$ cat config.mk
export PLATFORM = sky130hd
export DESIGN_NAME = wls_front_flat
export DESIGN_NICKNAME = d
export VERILOG_FILES = /design/src/sv/wls_pkg.sv /design/src/sv/wls_if.sv /design/src/sv/wls_front.sv /design/src/flat_wrapper.sv
export SDC_FILE = /design/constraint.sdc
export NUM_CORES = 1
export LEC_CHECK = 0
export BUFFER_PORTS_ARGS = -buffer_cell sky130_fd_sc_hd__buf_2
export CAP_MARGIN = 25
export CELL_PAD_IN_SITES_DETAIL_PLACEMENT = 0
export CELL_PAD_IN_SITES_GLOBAL_PLACEMENT = 1
export CORE_ASPECT_RATIO = 0.8
export CORE_MARGIN = 2
export CORE_UTILIZATION = 40
export DETAILED_ROUTE_END_ITERATION = 8
export PLACE_DENSITY_LB_ADDON = 0.1
export SETUP_SLACK_MARGIN = 0.5
export SYNTH_ARGS = -nofsm -noshare
export SYNTH_HDL_FRONTEND = slang
export SYNTH_SLANG_ARGS = --single-unit
$ cat constraint.sdc
create_clock -name clk -period 5 [get_ports clk]
set_input_delay 1 -clock clk [delete_from_list [all_inputs] [get_ports clk]]
set_output_delay 1 -clock clk [all_outputs]
set_load 0.005 [all_outputs]
$ cat src/sv/wls_pkg.sv
// Shared types, constants and the arctangent table for the waypoint steering block.
// Used by every module of the block but wls_ram; depends on nothing.
package wls_pkg;

  localparam int MAX_WAYPOINTS_DEF = 64;
  localparam int COORD_W    = 16;
  localparam int YAW_W      = 15;
  localparam int DIST_W     = 15;
  localparam int GAIN_W     = 16;
  localparam int SPD_W      = 16;
  localparam int TIDX_W     = 6;
  localparam int CFG_IDX_W  = 3;
  localparam int CFG_DATA_W = 16;
  localparam int ATAN_STEPS = 16;
  localparam int ITER_W     = 4;
  localparam int Z_W        = 22;
  localparam int CX_W       = 32;
  localparam int ANG_W      = Z_W - 4;
  localparam int ERR_W      = ANG_W + 1;

  localparam logic signed [Z_W-1:0] PI_Q16 = 22'sd205887;

  typedef enum logic [1:0] {
    CMD_CLEAR  = 2'd0,
    CMD_APPEND = 2'd1,
    CMD_RUN    = 2'd2,
    CMD_TICK   = 2'd3
  } cmd_t;

  typedef enum logic [CFG_IDX_W-1:0] {
    CFG_LOOKAHEAD = 3'd0,
    CFG_GOAL      = 3'd1,
    CFG_GAIN      = 3'd2,
    CFG_THRESH    = 3'd3,
    CFG_VSTEP     = 3'd4,
    CFG_VMAX      = 3'd5,
    CFG_DRIVE_EN  = 3'd6
  } cfg_idx_t;

  typedef struct packed {
    logic [DIST_W-1:0] lookahead_dist;
    logic [DIST_W-1:0] goal_dist;
    logic [GAIN_W-1:0] steer_gain;
    logic [DIST_W-1:0] turn_threshold;
    logic [SPD_W-1:0]  vel_step;
    logic [SPD_W-1:0]  vel_max;
    logic              drive_enable;
  } cfg_t;

  typedef struct packed {
    cmd_t                      cmd;
    logic signed [COORD_W-1:0] wx;
    logic signed [COORD_W-1:0] wy;
    logic                      run;
    logic signed [COORD_W-1:0] px;
    logic signed [COORD_W-1:0] py;
    logic signed [YAW_W-1:0]   yaw;
  } item_t;

  typedef enum logic [3:0] {
    ST_IDLE, ST_RD, ST_SQ, ST_CMP, ST_AINIT, ST_ATAN,
    ST_ERR, ST_GAIN, ST_MUL, ST_SAT, ST_OUT
  } state_t;

  typedef enum logic [1:0] {
    PH_TGT, PH_SRCH, PH_PICK
  } phase_t;

  // arctangent of 2^-i, radians * 65536
  function automatic logic [Z_W-1:0] atan_step(input logic [ITER_W-1:0] i);
    logic [Z_W-1:0] v;
    case (i)
      4'd0:    v = 22'd51472;
      4'd1:    v = 22'd30386;
      4'd2:    v = 22'd16055;
      4'd3:    v = 22'd8150;
      4'd4:    v = 22'd4091;
      4'd5:    v = 22'd2047;
      4'd6:    v = 22'd1024;
      4'd7:    v = 22'd512;
      4'd8:    v = 22'd256;
      4'd9:    v = 22'd128;
      4'd10:   v = 22'd64;
      4'd11:   v = 22'd32;
      4'd12:   v = 22'd16;
      4'd13:   v = 22'd8;
      4'd14:   v = 22'd4;
      default: v = 22'd2;
    endcase
    return v;
  endfunction

endpackage

$ cat src/sv/wls_if.sv
// Channel interfaces: command input, drive output and configuration write.
// Depends on wls_pkg for field widths.
interface wls_in_if;
  logic                               valid;
  logic                               ready;
  logic [1:0]                         command;
  logic signed [wls_pkg::COORD_W-1:0] waypoint_x;
  logic signed [wls_pkg::COORD_W-1:0] waypoint_y;
  logic                               run_request;
  logic signed [wls_pkg::COORD_W-1:0] pose_x;
  logic signed [wls_pkg::COORD_W-1:0] pose_y;
  logic signed [wls_pkg::YAW_W-1:0]   pose_yaw;
  modport source (output valid, command, waypoint_x, waypoint_y, run_request,
                  pose_x, pose_y, pose_yaw, input ready);
  modport sink (input valid, command, waypoint_x, waypoint_y, run_request,
                pose_x, pose_y, pose_yaw, output ready);
endinterface


$ cat src/sv/wls_front.sv
// Front end: accepts command items, decodes them and holds them in a two-entry queue.
// Depends on wls_pkg and wls_in_if.
module wls_front (
  input  logic           clk,
  input  logic           rst,
  wls_in_if.sink         cmd_in,
  output wls_pkg::item_t q_item,
  output logic           q_valid,
  input  logic           q_pop
);

  wls_pkg::item_t slot [2];
  logic           wr_ptr;
  logic           rd_ptr;
  logic [1:0]     fill;
  logic           push;
  wls_pkg::item_t dec;

  assign cmd_in.ready = (fill != 2'd2);
  assign push         = cmd_in.valid && cmd_in.ready;
  assign q_valid      = (fill != 2'd0);
  assign q_item       = slot[rd_ptr];

  // decode the command code and carry the payload
  always_comb begin
    dec.cmd = wls_pkg::cmd_t'(cmd_in.command);
    dec.wx  = cmd_in.waypoint_x;
    dec.wy  = cmd_in.waypoint_y;
    dec.run = cmd_in.run_request;
    dec.px  = cmd_in.pose_x;
    dec.py  = cmd_in.pose_y;
    dec.yaw = cmd_in.pose_yaw;
  end

  // store on transfer
  always_ff @(posedge clk) begin
    if (push) begin
      slot[wr_ptr] <= dec;
    end
  end

  // advance pointers and fill level
  always_ff @(posedge clk) begin
    if (rst) begin
      wr_ptr <= 1'b0;
      rd_ptr <= 1'b0;
      fill   <= 2'd0;
    end else begin
      if (push) begin
        wr_ptr <= ~wr_ptr;
      end
      if (q_pop && q_valid) begin
        rd_ptr <= ~rd_ptr;
      end
      fill <= fill + {1'b0, push} - {1'b0, q_pop && q_valid};
    end
  end

`ifndef SYNTHESIS
  a_no_overflow: assert property (@(posedge clk) disable iff (rst)
    fill <= 2'd2) else $error("queue fill out of range");
  a_pop_nonempty: assert property (@(posedge clk) disable iff (rst)
    (fill == 2'd0 && !push) |=> fill == 2'd0) else $error("queue filled without push");
  a_full_stall: assert property (@(posedge clk) disable iff (rst)
    (fill == 2'd2) |-> !cmd_in.ready) else $error("ready while full");
`endif

endmodule

$ cat src/flat_wrapper.sv
// flat-port wrapper written by rule: the top's interface ports become plain ports
module wls_front_flat 
  (clk, rst, q_item, q_valid, q_pop, cmd_in_valid, cmd_in_command, cmd_in_waypoint_x, cmd_in_waypoint_y, cmd_in_run_request, cmd_in_pose_x, cmd_in_pose_y, cmd_in_pose_yaw, cmd_in_ready);
  wls_in_if cmd_in_i ();
  input  logic clk;
  input  logic rst;
  output wls_pkg::item_t q_item;
  output logic q_valid;
  input  logic q_pop;
  input wire logic [$bits(cmd_in_i.valid)-1:0] cmd_in_valid;
  input wire logic [$bits(cmd_in_i.command)-1:0] cmd_in_command;
  input wire logic [$bits(cmd_in_i.waypoint_x)-1:0] cmd_in_waypoint_x;
  input wire logic [$bits(cmd_in_i.waypoint_y)-1:0] cmd_in_waypoint_y;
  input wire logic [$bits(cmd_in_i.run_request)-1:0] cmd_in_run_request;
  input wire logic [$bits(cmd_in_i.pose_x)-1:0] cmd_in_pose_x;
  input wire logic [$bits(cmd_in_i.pose_y)-1:0] cmd_in_pose_y;
  input wire logic [$bits(cmd_in_i.pose_yaw)-1:0] cmd_in_pose_yaw;
  output wire logic [$bits(cmd_in_i.ready)-1:0] cmd_in_ready;
  assign cmd_in_i.valid = cmd_in_valid;
  assign cmd_in_i.command = cmd_in_command;
  assign cmd_in_i.waypoint_x = cmd_in_waypoint_x;
  assign cmd_in_i.waypoint_y = cmd_in_waypoint_y;
  assign cmd_in_i.run_request = cmd_in_run_request;
  assign cmd_in_i.pose_x = cmd_in_pose_x;
  assign cmd_in_i.pose_y = cmd_in_pose_y;
  assign cmd_in_i.pose_yaw = cmd_in_pose_yaw;
  assign cmd_in_ready = cmd_in_i.ready;
  wls_front u_core (.clk(clk), .rst(rst), .cmd_in(cmd_in_i), .q_item(q_item), .q_valid(q_valid), .q_pop(q_pop));
endmodule
### Yosys cells after proc, flatten, opt, wreduce, memory -nomap -nowiden

Memories as Yosys holds them, arrays and structs flattened. A register that Yosys moved wholly into a read port is not among the register bits.
Cells that the tools add are included.

* bits in registers: 4
* bits in latches: 0
* RAM bits: 164
* memory bits (read-only): 0
* input bits: 86
* output and inout bits: 84
* logic and storage cells: 16
* memories: 1

Memory list
* u_core.slot: words 2, bits a word 82, read ports 1, clocked after memory_dff 1, wr ports 1, line wls_front.sv:12 `wls_pkg::item_t slot [2];`

* add/sub/neg operators: 2
* multipliers: 0
* divide/modulo/power cells: 0
* $lt $le $gt $ge: 0
* equality and inequality tests: 1
* shifts and indexed selects: 0
* mux-type cells: 4
* bitwise gates (word level): 2
* reductions and logical operators: 3

Operators by type and width (count)
* 1-bit 2-to-1 mux: 4
* 2-bit by 1-bit adder with 2-bit output: 1
* 1-bit logical AND: 2
* 2-bit != test, second input constant: 1
* 1-bit inverter: 2
* 2-bit nonzero test: 1
* 2-bit by 1-bit subtractor with 2-bit output: 1

### Depth between registers and ports, before layout

* word-level depth: 4
* mapped depth: 7
* depth with buffers taken out: 7

### Least setup slack after synthesis

No wires, ideal clock.

* path type: input -> register
* start: in cmd_in_valid
* end: mem u_core.slot[0][0] in the netlist's numbering, enable pin
* library setup time: 0.533 ns
* arrival: 4.794 ns
* required time: 4.467 ns
* setup slack: -0.327 ns
* stages: 2
* path buffers: 0
* cell sequence: and2_1 nor2b_1

* cells in the longest elaborated chain, start to end: 3

Ends and longest elaborated chain
* start, declared: line flat_wrapper.sv:10 `input wire logic [$bits(cmd_in_i.valid)-1:0] cmd_in_valid;`
* 1-bit logical AND: line wls_front.sv:20 `assign push = cmd_in.valid && cmd_in.ready;`
* 1-bit 2-to-1 mux: line wls_front.sv:37 `if (push) begin`
* 1-bit 2-to-1 mux (not written as such): line wls_front.sv:38 `slot[wr_ptr] <= dec;`
* end, declared: line wls_front.sv:12

Every way passes these cells.

==> flow_metrics.env <==
export IMPL_outcome="completed"
export IMPL_drt_met1_wl_um=4970
export IMPL_routed_via_density=4.49
export IMPL_insertion_delay_ns=0.41
export IMPL_routed_wl_met2_um=5390
export IMPL_grt_overflow=0
export IMPL_final_cell_mix="169 x buf_2, 164 x edfxtp_1, 80 x mux2_4, 17 x clkbuf_16"
export IMPL_finalSetupViolCount=0
export IMPL_fin_crit_sh=0.635
export IMPL_post_route_min_period_ns=3.17
export IMPL_avgRoutedWirePerCell_um=16.5
export IMPL_ir_drop_uv=272
export IMPL_clock_sinks=169
export IMPL_drive_above_1_share=0.600
export IMPL_synth_warnings=0
export IMPL_syn_inst=282
export IMPL_path_buf_inv=2
export IMPL_synth_seq_cells=169
export IMPL_cp_end_kind="output pin"
export IMPL_syn_area_um2=6560
export IMPL_final_hold_viol_count=0
export IMPL_critPathTopFamily="flip-flops"
export IMPL_cts_resized=0
export IMPL_stdcell_area_um2=8130
export IMPL_synth_cell_types=20
export IMPL_powerDensity_nw_per_um2=508
export IMPL_die_h_um=119
export IMPL_start_kind="flop"
export IMPL_avgSynthCellArea_um2=23.3
export IMPL_drtPass1Iterations=4
export IMPL_start_util=0.412
export IMPL_cts_tree="built"
export IMPL_via_count=3113
export IMPL_portBuffers=169
export IMPL_cts_path_max_buffers=2
export IMPL_syn_to_final_growth_pct=24.0
export IMPL_max_freq_ghz=0.315
export IMPL_path_clk_slew_ns=0.06
export IMPL_grt_pass1_wl_um=17300
export IMPL_slew_headroom=0.396
export IMPL_gp_congestion=0.695
export IMPL_fin_util=0.511
export IMPL_slowest_stage="dfxtp_4"
export IMPL_die_w_um=147
export IMPL_cts_hold_buf=0
export IMPL_path_cells="buf_12 > mux2_2 > buf_2"
export IMPL_grt_usage=0.133
export IMPL_route_met3_wl_um=932
export IMPL_synth_yosys_seq_area_share=0.766
export IMPL_min_path_type="flop to flop"
export IMPL_p_leak_nw=3.20
export IMPL_drc=0
export IMPL_ant_nets=0
export IMPL_setup_tns_ns=0
export IMPL_top_layer_used="met4"
export IMPL_final_nets=553
export IMPL_skew_ns=0.00762
export IMPL_rsz0062_at_grt="false"
export IMPL_htreeDepth=4
export IMPL_numCtsBuffers=17
export IMPL_cp_data_required_time_ns=4.00
export IMPL_slowest_delay_ns=0.85
export IMPL_cts_root_buf="clkbuf_16"
export IMPL_cap_viol_max_count=0
export IMPL_hold_worst_slack_ns=0.520
export IMPL_drt_total_wl_um=11400
export IMPL_hpwl_um=7400
export IMPL_cts_setup_buffers=0
export IMPL_antenna_found_initial=1
export IMPL_finalMaxSlewViolations=0
export IMPL_cp_arrival_ns=2.17
export IMPL_coreArea_um2=15900
export IMPL_layout_commonest_cell="buf_2"
export IMPL_worstSetupPathType="flop to output pin"
export IMPL_dr_first_iter_drc_count=132
export IMPL_std_cell_rows=41
export IMPL_grt_max_degree=59
export IMPL_grt_pass1_vias=3279
export IMPL_synth_nets=370
export IMPL_io_pins=170
export IMPL_tightest_slew_ns=0.903
export IMPL_dieArea_um2=17400
export IMPL_cp_max_fo=43
export IMPL_place_area_um2=7570
power by group:
group          total, mW  switching, mW  internal, mW
sequential          1.91          0.115          1.80
combinational      0.987          0.401         0.586
clock               1.23          0.506         0.726
cell type report:
class / instances / area, um2
Antenna cell: 1 / 2.50
Clock buffer: 17 / 425
Clock inverter: 14 / 130
Fill cell: 1331 / 7770
Inverter: 2 / 7.51
Multi-Input combinational cell: 102 / 1370
Sequential cell: 169 / 5030
Tap cell: 215 / 269
Timing Repair Buffer: 173 / 901
routing by layer:
layer,GRT usage,up-vias
met5,0,-
met1,0.170,1520
met2,0.204,100
li1,-,1483
met4,0.0469,0
met3,0.0564,10
metrics by stage:
step / power (mW) / instances / setup slack [ns]
after floorplan: 2.65 / 282 / 1.25
after global placement: 2.95 / 661 / 2.16
after detailed placement: 2.96 / 661 / 2.08
after CTS: 4.20 / 692 / 1.73
after global routing: 4.33 / 692 / 1.69
final: 4.13 / 693 / 1.83
registers in the layout, indices dropped and copies added (netlist names), named ones only:
register,count
u_core.wr_ptr,1
u_core.fill,2
u_core.rd_ptr,1
u_core.slot,164
synth_stat cells, drive strengths merged:
library cell / instances / area share
edfxtp: 164 / 0.75
mux2: 82 / 0.19
buf: 9 / 0.026
dfxtp: 5 / 0.015
nor2: 4 / 0.0023
and2: 2 / 0.0019
ha: 2 / 0.0038
inv: 2 / 0.0011
nand2b: 2 / 0.0019
nor2b: 2 / 0.0019
and3: 1 / 0.00095
nand3: 1 / 0.00076
nor3: 1 / 0.00076
o21a: 1 / 0.0011
o21ai: 1 / 0.00076
or2: 1 / 0.00095
xnor2: 1 / 0.0013
xor2: 1 / 0.0013
worst min-delay path, cell delays in order, from the launching register on:
cell	delay [ns]
dfxtp_1	0.33
xnor2_1	0.08
nor2_1	0.07
path summary, 6_finish.rpt:
path | from | end | slack, ns | cells after the start
setup reg to reg | u_core.fill[0]$_SDFF_PP0_ | u_core.slot[0][55]$_DFFE_PP_ | 2.73 | 4
hold / removal | u_core.rd_ptr$_SDFFE_PP0P_ | u_core.rd_ptr$_SDFFE_PP0P_ | 0.52 | 2
setup / recovery | flop | q_item[0] | 1.83 | 3
hold reg to reg | u_core.rd_ptr$_SDFFE_PP0P_ | u_core.rd_ptr$_SDFFE_PP0P_ | 0.52 | 2
cells by family (layout without fill, tap and decap cells):
| kind of cell | count (synthesis) | in the layout | share of synthesized area |
|---|---|---|---|
| AO/OA/AOI/OAI | 2 | 2 | 0.00191 |
| XOR/XNOR | 2 | 2 | 0.00267 |
| adder cells (fa/ha/maj) | 2 | 2 | 0.00382 |
| buffers and inverters | 11 | 206 | 0.0273 |
| flip-flops | 169 | 169 | 0.766 |
| multiplexers | 82 | 82 | 0.187 |
| other | 0 | 1 | 0 |
| AND/OR/NAND/NOR | 14 | 14 | 0.0114 |
Power figures use the tool's default switching activity.
